$ cat src/sv/ile_pkg.sv
// Package for the indexed list engine: list depth, request and status codes,
// datapath command and status structs. No dependencies.
`default_nettype none

package ile_pkg;

  localparam int unsigned DEPTH = 64;

  localparam int unsigned REQ_W = 4;
  localparam int unsigned POS_W = 7;
  localparam int unsigned VAL_W = 32;
  localparam int unsigned ST_W  = 2;
  localparam int unsigned CNT_W = 7;

  // Request codes
  localparam logic [REQ_W-1:0] REQ_PUSH_FRONT = 4'd0;
  localparam logic [REQ_W-1:0] REQ_PUSH_BACK  = 4'd1;
  localparam logic [REQ_W-1:0] REQ_POP_FRONT  = 4'd2;
  localparam logic [REQ_W-1:0] REQ_POP_BACK   = 4'd3;
  localparam logic [REQ_W-1:0] REQ_INSERT     = 4'd4;
  localparam logic [REQ_W-1:0] REQ_DELETE     = 4'd5;
  localparam logic [REQ_W-1:0] REQ_GET        = 4'd6;
  localparam logic [REQ_W-1:0] REQ_PEEK_FRONT = 4'd7;
  localparam logic [REQ_W-1:0] REQ_PEEK_BACK  = 4'd8;

  // Status codes
  localparam logic [ST_W-1:0] ST_OK    = 2'd0;
  localparam logic [ST_W-1:0] ST_RANGE = 2'd1;
  localparam logic [ST_W-1:0] ST_FULL  = 2'd2;

  typedef enum logic [1:0] {
    KIND_INS,
    KIND_DEL,
    KIND_RD
  } kind_e;

  // Controller to datapath
  typedef struct packed {
    logic load_req;   // latch incoming word
    logic load_dec;   // latch decoded index, status, kind
    logic rd_idx;     // read slot at target index
    logic rd_prev;    // read slot p-1
    logic rd_next;    // read slot p+1
    logic wr_shift;   // slot p <= read data
    logic p_dec;
    logic p_inc;
    logic wr_final;   // slot idx <= value, count up
    logic capture;    // result <= read data, p <= idx
    logic cnt_dec;
    logic publish;    // output register <= status, result, count
  } cmd_t;

  // Datapath to controller
  typedef struct packed {
    logic  err;
    kind_e kind;
    logic  p_gt_idx;
    logic  p_next_lt_cnt;
  } stat_t;

endpackage

`default_nettype wire

$ cat src/sv/indexed_list_engine_top.sv
// Indexed list engine: an ordered list of up to ile_pkg::DEPTH (64) signed
// 32-bit values held in a single-port-write, registered-read slot memory. Each
// request word (push/pop at either end, insert/delete/get at an index, peek at
// either end) gives exactly one result word: status, value and the entry count
// after the request. Insert and delete move the slots above the index one
// place, one slot at a time through the memory's one read and one write
// port, so the time per word depends on the request and on how many slots
// lie above the index. The input is ready again in the cycle in which the
// result is offered. One finished result can wait in the output register
// while the next word is worked; the input stalls only when that next
// result is also finished before the first has been taken.
// Slot memory needs no clearing after reset: only slots below the count are
// read. Depends on ile_pkg, ile_ctrl and ile_datapath.
`default_nettype none

module indexed_list_engine_top (
  input  wire logic                             clk_i,
  input  wire logic                             rst_ni,
  input  wire logic                             in_valid_i,
  output logic                                  in_ready_o,
  input  wire logic [ile_pkg::REQ_W-1:0]        req_type_i,
  input  wire logic [ile_pkg::POS_W-1:0]        position_i,
  input  wire logic signed [ile_pkg::VAL_W-1:0] item_value_i,
  output logic                                  out_valid_o,
  input  wire logic                             out_ready_i,
  output logic [ile_pkg::ST_W-1:0]              status_o,
  output logic signed [ile_pkg::VAL_W-1:0]      result_value_o,
  output logic [ile_pkg::CNT_W-1:0]             entry_count_o
);

  ile_pkg::cmd_t  cmd;
  ile_pkg::stat_t stat;

  // Sequencer
  ile_ctrl u_ctrl (
    .clk_i       (clk_i),
    .rst_ni      (rst_ni),
    .in_valid_i  (in_valid_i),
    .in_ready_o  (in_ready_o),
    .out_valid_o (out_valid_o),
    .out_ready_i (out_ready_i),
    .stat_i      (stat),
    .cmd_o       (cmd)
  );

  // Storage, pointer, result and output registers
  ile_datapath u_datapath (
    .clk_i          (clk_i),
    .rst_ni         (rst_ni),
    .cmd_i          (cmd),
    .stat_o         (stat),
    .req_type_i     (req_type_i),
    .position_i     (position_i),
    .item_value_i   (item_value_i),
    .status_o       (status_o),
    .result_value_o (result_value_o),
    .entry_count_o  (entry_count_o)
  );

endmodule

`default_nettype wire

$ cat src/sv/ile_datapath.sv
// Datapath of the indexed list engine: request registers, slot memory,
// shift pointer, entry count, result and output registers. Uses ile_pkg.
`default_nettype none

module ile_datapath (
  input  wire logic                             clk_i,
  input  wire logic                             rst_ni,
  input  wire ile_pkg::cmd_t                    cmd_i,
  output ile_pkg::stat_t                        stat_o,
  input  wire logic [ile_pkg::REQ_W-1:0]        req_type_i,
  input  wire logic [ile_pkg::POS_W-1:0]        position_i,
  input  wire logic signed [ile_pkg::VAL_W-1:0] item_value_i,
  output logic [ile_pkg::ST_W-1:0]              status_o,
  output logic signed [ile_pkg::VAL_W-1:0]      result_value_o,
  output logic [ile_pkg::CNT_W-1:0]             entry_count_o
);

  localparam int unsigned AW    = $clog2(ile_pkg::DEPTH);
  localparam int unsigned CNTIW = $clog2(ile_pkg::DEPTH + 1);
  localparam int unsigned CMPW  = (CNTIW > ile_pkg::POS_W) ? CNTIW : ile_pkg::POS_W;

  logic [ile_pkg::REQ_W-1:0] req_q;
  logic [ile_pkg::POS_W-1:0] pos_q;
  logic [ile_pkg::VAL_W-1:0] val_q;
  logic [ile_pkg::VAL_W-1:0] res_q;
  logic [ile_pkg::VAL_W-1:0] rd_q;
  logic [ile_pkg::ST_W-1:0]  status_q;
  ile_pkg::kind_e            kind_q;
  logic [AW-1:0]             idx_q;
  logic [AW-1:0]             p_q;
  logic [CNTIW-1:0]          count_q;
  logic [ile_pkg::ST_W-1:0]  out_status_q;
  logic [ile_pkg::VAL_W-1:0] out_value_q;
  logic [ile_pkg::CNT_W-1:0] out_count_q;

  logic [ile_pkg::VAL_W-1:0] mem [ile_pkg::DEPTH];

  logic [CMPW-1:0]           cnt_ext, pos_ext, cnt_m1, dec_idx;
  logic                      full, empty;
  ile_pkg::kind_e            dec_kind;
  logic [ile_pkg::ST_W-1:0]  dec_st;
  logic [AW-1:0]             raddr, waddr;
  logic                      re, we;
  logic [ile_pkg::VAL_W-1:0] wdata;
  logic [CNTIW-1:0]          p_next;

  assign cnt_ext = CMPW'(count_q);
  assign pos_ext = CMPW'(pos_q);
  assign cnt_m1  = cnt_ext - CMPW'(1);
  assign full    = (cnt_ext == CMPW'(ile_pkg::DEPTH));
  assign empty   = (count_q == '0);

  always_comb begin
    dec_kind = ile_pkg::KIND_RD;
    dec_st   = ile_pkg::ST_RANGE;
    dec_idx  = '0;
    case (req_q)
      ile_pkg::REQ_PUSH_FRONT: begin
        dec_kind = ile_pkg::KIND_INS;
        dec_st   = full ? ile_pkg::ST_FULL : ile_pkg::ST_OK;
      end
      ile_pkg::REQ_PUSH_BACK: begin
        dec_kind = ile_pkg::KIND_INS;
        dec_st   = full ? ile_pkg::ST_FULL : ile_pkg::ST_OK;
        dec_idx  = cnt_ext;
      end
      ile_pkg::REQ_POP_FRONT: begin
        dec_kind = ile_pkg::KIND_DEL;
        dec_st   = empty ? ile_pkg::ST_RANGE : ile_pkg::ST_OK;
      end
      ile_pkg::REQ_POP_BACK: begin
        dec_kind = ile_pkg::KIND_DEL;
        dec_st   = empty ? ile_pkg::ST_RANGE : ile_pkg::ST_OK;
        dec_idx  = cnt_m1;
      end
      ile_pkg::REQ_INSERT: begin
        dec_kind = ile_pkg::KIND_INS;
        dec_st   = full ? ile_pkg::ST_FULL : ile_pkg::ST_OK;
        dec_idx  = (pos_ext > cnt_ext) ? cnt_ext : pos_ext;  // past end: append
      end
      ile_pkg::REQ_DELETE: begin
        dec_kind = ile_pkg::KIND_DEL;
        dec_st   = (pos_ext >= cnt_ext) ? ile_pkg::ST_RANGE : ile_pkg::ST_OK;
        dec_idx  = pos_ext;
      end
      ile_pkg::REQ_GET: begin
        dec_st   = (pos_ext >= cnt_ext) ? ile_pkg::ST_RANGE : ile_pkg::ST_OK;
        dec_idx  = pos_ext;
      end
      ile_pkg::REQ_PEEK_FRONT: begin
        dec_st   = empty ? ile_pkg::ST_RANGE : ile_pkg::ST_OK;
      end
      ile_pkg::REQ_PEEK_BACK: begin
        dec_st   = empty ? ile_pkg::ST_RANGE : ile_pkg::ST_OK;
        dec_idx  = cnt_m1;
      end
      default: begin
        dec_st   = ile_pkg::ST_RANGE;
      end
    endcase
  end

  // Memory port control
  always_comb begin
    re    = cmd_i.rd_idx | cmd_i.rd_prev | cmd_i.rd_next;
    raddr = idx_q;
    if (cmd_i.rd_prev) begin
      raddr = p_q - AW'(1);
    end else if (cmd_i.rd_next) begin
      raddr = p_q + AW'(1);
    end
    we    = cmd_i.wr_shift | cmd_i.wr_final;
    waddr = cmd_i.wr_final ? idx_q : p_q;
    wdata = cmd_i.wr_final ? val_q : rd_q;
  end

  always_ff @(posedge clk_i) begin
    if (we) begin
      mem[waddr] <= wdata;
    end
    if (re) begin
      rd_q <= mem[raddr];
    end
  end

  // Request and result words
  always_ff @(posedge clk_i) begin
    if (cmd_i.load_req) begin
      req_q <= req_type_i;
      pos_q <= position_i;
      val_q <= item_value_i;
    end
    if (cmd_i.load_dec) begin
      status_q <= dec_st;
      kind_q   <= dec_kind;
      idx_q    <= dec_idx[AW-1:0];
      res_q    <= '0;
    end else if (cmd_i.capture) begin
      res_q    <= rd_q;
    end
  end

  // Output register: holds a finished word while the next one is worked
  always_ff @(posedge clk_i) begin
    if (cmd_i.publish) begin
      out_status_q <= status_q;
      out_value_q  <= res_q;
      out_count_q  <= cnt_ext[ile_pkg::CNT_W-1:0];
    end
  end

  // Shift pointer
  always_ff @(posedge clk_i) begin
    if (cmd_i.load_dec) begin
      p_q <= cnt_ext[AW-1:0];
    end else if (cmd_i.capture) begin
      p_q <= idx_q;
    end else if (cmd_i.p_dec) begin
      p_q <= p_q - AW'(1);
    end else if (cmd_i.p_inc) begin
      p_q <= p_q + AW'(1);
    end
  end

  always_ff @(posedge clk_i or negedge rst_ni) begin
    if (!rst_ni) begin
      count_q <= '0;
    end else if (cmd_i.wr_final) begin
      count_q <= count_q + CNTIW'(1);
    end else if (cmd_i.cnt_dec) begin
      count_q <= count_q - CNTIW'(1);
    end
  end

  assign p_next = CNTIW'(p_q) + CNTIW'(1);

  assign stat_o.err           = (status_q != ile_pkg::ST_OK);
  assign stat_o.kind          = kind_q;
  assign stat_o.p_gt_idx      = (p_q > idx_q);
  assign stat_o.p_next_lt_cnt = (p_next < count_q);

  assign status_o       = out_status_q;
  assign result_value_o = out_value_q;
  assign entry_count_o  = out_count_q;

endmodule

`default_nettype wire

$ cat src/sv/ile_ctrl.sv
// Controller of the indexed list engine: sequences decode, memory shifts
// and result hand-off. Uses ile_pkg.
`default_nettype none

module ile_ctrl (
  input  wire logic           clk_i,
  input  wire logic           rst_ni,
  input  wire logic           in_valid_i,
  output logic                in_ready_o,
  output logic                out_valid_o,
  input  wire logic           out_ready_i,
  input  wire ile_pkg::stat_t stat_i,
  output ile_pkg::cmd_t       cmd_o
);

  localparam logic [3:0] S_IDLE     = 4'd0;
  localparam logic [3:0] S_DECODE   = 4'd1;
  localparam logic [3:0] S_ROUTE    = 4'd2;
  localparam logic [3:0] S_INS_LOOP = 4'd3;
  localparam logic [3:0] S_INS_MOVE = 4'd4;
  localparam logic [3:0] S_FETCH    = 4'd5;
  localparam logic [3:0] S_CAPT     = 4'd6;
  localparam logic [3:0] S_DEL_LOOP = 4'd7;
  localparam logic [3:0] S_DEL_MOVE = 4'd8;
  localparam logic [3:0] S_DONE     = 4'd9;

  logic [3:0] state_q, state_d;
  logic       out_valid_q, out_valid_d;

  always_comb begin
    state_d     = state_q;
    cmd_o       = '0;
    in_ready_o  = 1'b0;
    out_valid_d = out_valid_q & ~out_ready_i;  // taken at this edge
    case (state_q)
      S_IDLE: begin
        in_ready_o     = 1'b1;
        cmd_o.load_req = in_valid_i;
        if (in_valid_i) begin
          state_d = S_DECODE;
        end
      end
      S_DECODE: begin
        cmd_o.load_dec = 1'b1;
        state_d        = S_ROUTE;
      end
      S_ROUTE: begin
        if (stat_i.err) begin
          state_d = S_DONE;
        end else if (stat_i.kind == ile_pkg::KIND_INS) begin
          state_d = S_INS_LOOP;
        end else begin
          state_d = S_FETCH;
        end
      end
      S_INS_LOOP: begin
        if (stat_i.p_gt_idx) begin
          cmd_o.rd_prev = 1'b1;
          state_d       = S_INS_MOVE;
        end else begin
          cmd_o.wr_final = 1'b1;
          state_d        = S_DONE;
        end
      end
      S_INS_MOVE: begin
        cmd_o.wr_shift = 1'b1;
        cmd_o.p_dec    = 1'b1;
        state_d        = S_INS_LOOP;
      end
      S_FETCH: begin
        cmd_o.rd_idx = 1'b1;
        state_d      = S_CAPT;
      end
      S_CAPT: begin
        cmd_o.capture = 1'b1;
        state_d = (stat_i.kind == ile_pkg::KIND_RD) ? S_DONE : S_DEL_LOOP;
      end
      S_DEL_LOOP: begin
        if (stat_i.p_next_lt_cnt) begin
          cmd_o.rd_next = 1'b1;
          state_d       = S_DEL_MOVE;
        end else begin
          cmd_o.cnt_dec = 1'b1;
          state_d       = S_DONE;
        end
      end
      S_DEL_MOVE: begin
        cmd_o.wr_shift = 1'b1;
        cmd_o.p_inc    = 1'b1;
        state_d        = S_DEL_LOOP;
      end
      S_DONE: begin
        // hand over once the output register is free or being emptied
        if (!out_valid_q || out_ready_i) begin
          cmd_o.publish = 1'b1;
          out_valid_d   = 1'b1;
          state_d       = S_IDLE;
        end
      end
      default: begin
        state_d = S_IDLE;
      end
    endcase
  end

  always_ff @(posedge clk_i or negedge rst_ni) begin
    if (!rst_ni) begin
      state_q     <= S_IDLE;
      out_valid_q <= 1'b0;
    end else begin
      state_q     <= state_d;
      out_valid_q <= out_valid_d;
    end
  end

  assign out_valid_o = out_valid_q;

endmodule

`default_nettype wire
$ cat config.mk
export PLATFORM = sky130hd
export DESIGN_NAME = indexed_list_engine_top
export DESIGN_NICKNAME = d
export VERILOG_FILES = /design/src/sv/ile_pkg.sv /design/src/sv/indexed_list_engine_top.sv /design/src/sv/ile_datapath.sv /design/src/sv/ile_ctrl.sv
export SDC_FILE = /design/constraint.sdc
export NUM_CORES = 2
export LEC_CHECK = 0
export BUFFER_PORTS_ARGS = -buffer_cell sky130_fd_sc_hd__buf_2
export CORE_ASPECT_RATIO = 0.9
export CORE_MARGIN = 2
export CORE_UTILIZATION = 45
export CTS_BUF_LIST = sky130_fd_sc_hd__clkbuf_4 sky130_fd_sc_hd__clkbuf_8 sky130_fd_sc_hd__clkbuf_16
export DETAILED_ROUTE_END_ITERATION = 6
export GPL_ROUTABILITY_DRIVEN = 0
export PLACE_DENSITY_LB_ADDON = 0.12
export SLEW_MARGIN = 15
export SYNTH_ARGS = -nofsm -noshare
export SYNTH_HDL_FRONTEND = slang
export SYNTH_SLANG_ARGS = --single-unit
$ cat constraint.sdc
create_clock -name clk_i -period 10.8 [get_ports clk_i]
set_input_delay 1.62 -clock clk_i [delete_from_list [all_inputs] [get_ports clk_i]]
set_output_delay 1.62 -clock clk_i [all_outputs]
set_load 0.03 [all_outputs]
# [Yosys cells after proc, flatten, opt, wreduce, memory -nomap -nowiden]
# Memories as Yosys holds them, arrays and structs flattened. A register that Yosys moved wholly into a read port is not among the register bits.
# Cells that the tools add are included.
[classes] mux=47 magnitude_cmp=4 n_reduce_logical=16 n_addsub=5 bitwise_logic=5 eq_ne=21
[ops] op="two-way mux 6 bit" n=8
[ops] op="one-hot mux 4 bit (10 select lines)" n=1
[ops] op="equality test 4 x 3 -> 1 bit (second input constant)" n=8
[ops] op="two-way mux 32 bit" n=1
[ops] op="two-way mux 1 bit" n=25
[ops] op="one-hot mux 6 bit (4 select lines)" n=1
[ops] op="two-way mux 4 bit" n=5
[ops] op="equality test 4 x 2 -> 1 bit (second input constant)" n=4
[ops] op="two-way mux 7 bit" n=2
[ops] op="equality test 4 bit (second input constant)" n=3
[ops] op="equality test 4 x 1 -> 1 bit (second input constant)" n=2
[ops] op="logical NOT 4 bit" n=2
[ops] op="adder 6 x 1 -> 7 bit (second input constant)" n=1
[ops] op="adder 7 x 1 -> 7 bit (second input constant)" n=1
[ops] op="equality test 7 bit (second input constant)" n=1
[ops] op=">= comparator 7 bit" n=1
[ops] op="> comparator 7 bit" n=1
[ops] op="logical NOT 7 bit" n=1
[ops] op="< comparator 7 bit" n=1
[ops] op="subtractor 7 x 1 -> 7 bit (second input constant)" n=1
[ops] op="adder 6 x 1 -> 6 bit (second input constant)" n=1
[ops] op="> comparator 6 bit" n=1
[ops] op="one-hot mux 2 bit (3 select lines)" n=1
[ops] op="OR reduction 2 bit" n=3
[ops] op="other kinds (18)" n=22
[totals] memories=1 ram_bits=2048 reg_bits=144 out_inout_bits=43 in_bits=47 wordCells=113
[mem_list] memory="u_datapath.mem" words=64 word_bits=32 rd=1 rd_ports_with_merged_regs=1 wr=1 line="ile_datapath.sv:36" text="logic [ile_pkg::VAL_W-1:0] mem [ile_pkg::DEPTH];"

# [Longest topological paths before layout]
[logic_depth] ltp_word=6 ltp_mapped=19 mapped_depth_nobuf=14

# [Modules after synthesis]
# Synthesis repeated with hierarchy kept, for this count alone.
[hier_totals] cells_unflattened=7076 hier_area_um2=89037.9
[modules_own_cells] mod="ile_datapath" seq_area_each_um2=66278.6 n_inst=1 cells_per_inst=7018 area_per_inst_um2=88587.5
[modules_own_cells] mod="ile_ctrl" seq_area_each_um2=125.1 n_inst=1 cells_per_inst=58 area_per_inst_um2=450.4

# [Worst setup path before layout]
# OpenSTA, ideal clock, no wires.
[synth_path] path_kind="register -> register" from="register u_datapath.idx_q[4]" to="memory u_datapath.mem[48][0] in the netlist's numbering, enable pin" n_path_buf=2 setup_slack_ns=4.878 period_less_slack_ns=5.922 setup_time_ns=0.501 path_stages_with_launch=12 arrival_ns=5.421 required_ns=10.299 cell_sequence="edfxtp_1 > inv_1 > ha_1 > a21oi_1 > a21boi_1 > o32a_4 > nor2b_1 > clkbuf_1 > a31oi_1 > nand2b_1 > clkbuf_1 > nor4_1"
[synth_via] elab_chain_len=6 word_cells_on_any_way=7 classes_between="1 x order compare; 5 x mux; 1 x bitwise"
[synth_rtl] element="start, declared" line="ile_datapath.sv:29" text="logic [AW-1:0] idx_q;"
[synth_rtl] element="start signal, assigned" line="ile_datapath.sv:136" text="idx_q <= dec_idx[AW-1:0];"
[synth_rtl] element="> comparator 6 bit" line="ile_datapath.sv:179" text="assign stat_o.p_gt_idx = (p_q > idx_q);"
[synth_rtl] element="two-way mux 1 bit" line="ile_ctrl.sv:57" text="if (stat_i.p_gt_idx) begin"
[synth_rtl] element="two-way mux 1 bit" line="ile_ctrl.sv:35" text="case (state_q)"
[synth_rtl] element="OR 1 bit" line="ile_datapath.sv:112" text="we = cmd_i.wr_shift | cmd_i.wr_final;"
[synth_rtl] element="two-way mux 1 bit" line="ile_datapath.sv:118" text="if (we) begin"
[synth_rtl] element="two-way mux 1 bit (not written as such)" line="ile_datapath.sv:119" text="mem[waddr] <= wdata;"
[synth_rtl] element="end, declared" line="ile_datapath.sv:36"
# Parallel ways exist; a longest one is shown, timed or not.

# [Worst setup path after layout]
[layout_path] from="register u_datapath.p_q[0]" to="register u_datapath.rd_q[8] in the netlist's numbering, read port of u_datapath.mem, data pin"
[layout_via] elab_chain_len=6 word_cells_on_any_way=13 classes_between="3 x add/sub; 2 x order compare; 6 x mux; 2 x bitwise"
[layout_rtl] element="start, declared" line="ile_datapath.sv:30" text="logic [AW-1:0] p_q;"
[layout_rtl] element="start signal, assigned" line="ile_datapath.sv:155" text="p_q <= cnt_ext[AW-1:0];"
[layout_rtl] element="start signal, assigned" line="ile_datapath.sv:157" text="p_q <= idx_q;"
[layout_rtl] element="start signal, assigned" line="ile_datapath.sv:159" text="p_q <= p_q - AW'(1);"
[layout_rtl] element="adder 6 x 1 -> 7 bit" line="ile_datapath.sv:175" text="assign p_next = CNTIW'(p_q) + CNTIW'(1);"
[layout_rtl] element="< comparator 7 bit" line="ile_datapath.sv:180" text="assign stat_o.p_next_lt_cnt = (p_next < count_q);"
[layout_rtl] element="two-way mux 1 bit" line="ile_ctrl.sv:79" text="if (stat_i.p_next_lt_cnt) begin"
[layout_rtl] element="two-way mux 1 bit" line="ile_ctrl.sv:35"
[layout_rtl] element="two-way mux 6 bit" line="ile_datapath.sv:109" text="end else if (cmd_i.rd_next) begin"
[layout_rtl] element="two-way mux 6 bit" line="ile_datapath.sv:107" text="if (cmd_i.rd_prev) begin"
[layout_rtl] element="end, declared" line="ile_datapath.sv:26" text="logic [ile_pkg::VAL_W-1:0] rd_q;"
# Parallel ways exist; a longest one is shown, timed or not.
# A chain may end at the register's enable or synchronous reset.

==> results.cfg <==
[run_status]
run_status = finished clean

[power_and_ir_drop]
power.static_leakage_nw = 33.8
share_comb_of_total_power_pct = 34.1
power.sequential.fraction_pct = 40.2
power_density_nw_per_um2 = 299
sw_frac_of_total_pct = 38.6
clock_power_share_pct = 25.7
p_sw_mw = 11.4
cellInternalPower_mw = 18.2
vdd_ir_drop_max_v = 0.000224

[sta]
setup-violations-final = 0
fmax_mhz = 149
worst_slack_ns = 4.08
finalWorstPathRequiredPeriod_ns = 6.72
worst_slew_margin_rel_pct = 9.65
final_hold_viol_count = 0
fin_crit_sh_pct = 62.2
setup_repair_after_global_routing_missed_its_margin = false
fin_worst_skew_ns = 0.0330
timing.setup.tns_ns = 0
timing_worst_slew_pin_value_ns = 1.34
slew_viol_final = 0

[clock_tree]
cts_tree = yes
cts.repair_timing.setup_buffer_count = 0
clk_transition_reported_paths_ns = 0.06
cts.repair.resized = 0
number_of_hold_repair_buffers_added_at_the_cts_stage = 0
clock_sinks = 2224
cts_root_buffer = clkbuf_16
cts_buffers = 222
number_of_buffers_on_the_longest_clock_path = 3
clkLatencyLatePin_ns = 0.86
htreeDepth = 4

[critical_path]
worst-setup-path-type = reg2reg
timing.critical_path.slowest_stage_cell = nor3_1
timing.critical_path.cells = ha_1 -> nand3_1 -> xnor2_1 -> ha_1 -> a21oi_1 -> o2111ai_2 -> a21oi_4 -> a21oi_4 -> mux2i_4 -> buf_4 -> buf_4 -> buf_4 -> nand2_1 -> nand2_1 -> o22ai_1 -> nor3_1 -> or4_1
timing.critical_path.from_type = register
cpMostUsedCell = buf_4
timing.critical_path.required_ns = 11.53
worst_r2r_setup_slack_ns = 4.08
critical_path.max_fanout = 56
cp_peak_stage_delay_ns = 1.03
critical_path.endpoint_type = register
data_arrival_at_the_endpoint_of_the_critical_path_ns = 7.45

[floorplan]
coreArea_sq_um = 194000
std_cell_rows = 153
pin_count = 90
design.die.area_sq_um = 199000
die_y_um = 423
die-width_um = 470
initial_utilization_pct = 45.4

[yosys]
ys_ff_latch = 2224
synth_enable_flop_cells = 2180
ys.warnings.count = 0
synth_compound_area_share_pct = 6.53
count_of_mapped_cells_out_of_synthesis = 6572
synthXorXnorAreaFrac_pct = 0.159
synth_simple_gate_area_share_pct = 13.6
synthAdderAreaFrac_pct = 0.356
yosysUniqueCellTypes = 74
async_reset_ff_share_pct = 0.540
synth_mux_area_share_pct = 1.71
synth_sequential_area_ratio_pct = 75.5
syn-mean-instance-area_sq_um = 13.4
syn_nets = 6644
synth_top_family_by_area = simple AND/OR/NAND/NOR gates
commonest_register_cell_after_synthesis = edfxtp_1
netlist_area_sq_um = 87900

[final_layout]
post_route_cells_drive_above_1_share_pct = 11.3
area_growth_syn_to_fin_pct = 12.7
multi_input_comb_area_sq_um = 20400
layout.cells.non_filler = 9403
number_of_fillers_in_the_final_layout = 16500
sequential_cell_area_sq_um = 66400
final_area_sq_um = 99100
num-nets-final = 6718

[global_route]
number_of_antenna_violations_at_the_first_check_in_global_routing = 23
global_route.overflow_total = 0
globalRouteTotalUtil_pct = 28.6
grt_start_max_net_pins = 178
number_of_global_route_vias_before_repair = 51900
grt_pass1_wl_um = 404000

[drt]
ant_nets = 0
drt_pre_antenna_iters = 6
route.detailed.wl_per_inst_um = 30.7
drcViolationCount = 0
via_per_inst = 6.05
route.final.wire_length_um = 289000
detailroute.via_count = 56800
dr.first_iter.drc_count = 8563

[place]
placedInstanceArea_sq_um = 92000
hpwl_um = 152000
place.port_buffers = 89
dpl_worst_slack_ns = 4.25
dp.cells = 8979

[flow_run]
max-cap-violations = 0

[hold_path]
class_of_the_worst_hold_path = reg2reg
==> power by group through the flow <==
stage               combinational [mW]  clock (mW)  sequential (mW)
CTS                               9.94        7.68             11.9
global route                      10.8        8.04             11.9
floorplan                         5.99           0             11.9
finish                            10.1        7.61             11.9
global placement                  9.81           0             12.1
detailed placement                9.91           0             12.1
==> path summary, 6_finish.rpt <==
check / from / end / depth (start not counted)
worst max-delay path: u_datapath.p_q[0]$_DFFE_PP_ / u_datapath.rd_q[8]$_DFFE_PP_ / 17
worst min-delay path: u_datapath.res_q[8]$_SDFFE_PP0P_ / u_datapath.result_value_o[8]$_DFFE_PP_ / 0
worst max register to register: u_datapath.p_q[0]$_DFFE_PP_ / u_datapath.rd_q[8]$_DFFE_PP_ / 17
worst min register to register: u_datapath.res_q[8]$_SDFFE_PP0P_ / u_datapath.result_value_o[8]$_DFFE_PP_ / 0
max in group asynchronous: rst_ni / u_ctrl.out_valid_o$_DFF_PN0_ / 1
min in group asynchronous: rst_ni / u_datapath.cnt_ext[4]$_DFFE_PN0P_ / 1
==> sequential cells by signal, summed over array words and instances (netlist names) <==
register,flops
u_ctrl.out_valid_o,1
u_ctrl.state_q,4
u_datapath.cnt_ext,7
u_datapath.entry_count_o,7
u_datapath.idx_q,6
u_datapath.kind_q,2
u_datapath.mem,2048
u_datapath.p_q,6
u_datapath.pos_ext,7
u_datapath.rd_q,32
u_datapath.req_q,4
u_datapath.res_q,32
u_datapath.result_value_o,32
u_datapath.status_o,2
u_datapath.status_q,2
u_datapath.val_q,32
==> worst max-delay path, delay by kind of cell (launching register included) <==
| kind | cells | cell delay [ns] |
|---|---|---|
| muxes | 1 | 0.55 |
| DFF | 1 | 0.63 |
| buffers and inverters | 3 | 1.91 |
| and+or+nand+nor | 5 | 1.61 |
| adders and majority gates | 2 | 0.54 |
| AOI/OAI and AO/OA | 5 | 0.87 |
| xor gates and xnor gates | 1 | 0.29 |
==> final cells by class <==
cell class              count  area share [%]
diodes                     11          0.0278
clock buffers             290            6.23
clock inverters           123           0.957
inverters                  22          0.0833
multi-input cells        3912            20.5
flip-flops and latches   2224            67.0
well taps                2557            3.23
repair buffers            264            1.98
==> layer usage <==
layer,wire (um),global-route usage (%),vias to the layer above
met3,31500,7.17,389
met1,126000,43.1,29000
met2,125000,41.5,2987
li1,-,-,24500
met5,80,0,-
met4,6500,6.61,12
==> placed cells by master, fill, tap and decap left out, types with 6 or more instances in the layout <==
cell / count
edfxtp_1: 2180
nand2_1: 1812
nand3_1: 593
a21oi_1: 392
clkbuf_16: 226
buf_4: 159
a22oi_1: 149
mux2i_1: 133
a211oi_1: 113
buf_2: 89
o21ai_0: 76
nand4_1: 73
a31oi_1: 67
nor2_4: 66
clkinv_1: 65
and3_1: 64
clkbuf_4: 58
o22ai_1: 51
nor2_1: 35
nor3_1: 32
dfxtp_1: 32
clkinv_2: 31
or4_1: 30
nand2_2: 29
ha_1: 25
inv_1: 21
buf_12: 16
xnor2_1: 12
bufinv_16: 12
dfrtp_1: 12
diode_2: 11
nand2b_1: 9
nor3_2: 8
or3_1: 8
mux2_2: 7
a32oi_1: 7
or2_2: 6
nand2_4: 6
o311ai_0: 6
clkbuf_8: 6
==> cells in the mapped netlist, drive strengths merged, types with 3 or more instances <==
master   instances  area share [%]
nor3b            3           0.026
o21a             4           0.034
ha              25            0.36
mux2i          137             1.6
buf            235             1.3
o211ai           4           0.034
a221o            5           0.057
a22o             5           0.050
xor2             4           0.040
a31o             3           0.030
a2111oi          5           0.058
a32oi            7           0.070
mux2             8            0.11
xnor2           12            0.12
nor2           105            0.45
a211oi         113            0.96
clkbuf         179            0.76
nand3          593             3.4
a22oi          149             1.3
nor2b            6           0.043
o22ai           51            0.36
nand2b          10           0.071
a21boi           4           0.034
and3            64            0.46
a31oi           69            0.51
dfxtp           32            0.73
a21oi          395             2.3
or3              8           0.057
or4             30            0.26
nand2         1847             7.9
nor4             4           0.028
a21o             4           0.034
o21ai           78            0.45
or2              6           0.043
o311ai           9           0.090
nand4           73            0.52
nor3            42            0.25
a311oi           3           0.030
inv             21           0.090
edfxtp        2180              74
and2             7           0.053
dfrtp           12            0.34
==> per-stage QoR <==
| step | total power, mW | hold slack (ns) | utilization, % |
|---|---|---|---|
| 2_1_floorplan | 17.9 | 0.408 | - |
| 3_3_place_gp | 21.9 | 0.413 | 47.5 |
| 3_5_place_dp | 22.0 | 0.416 | 47.5 |
| 4_1_cts | 29.5 | 0.430 | 51.2 |
| 5_1_grt | 30.8 | 0.436 | 51.2 |
| 6_report | 29.6 | 0.425 | 51.2 |
==> kinds of logic after synthesis <==
kind of cell | count (synthesis)
flops | 2224
buf+inv | 436
simple gates | 2803
compound gates | 923
mux | 145
xor+xnor | 16
fa+ha+maj | 25
No activity file was read; power rests on OpenSTA's default activity.
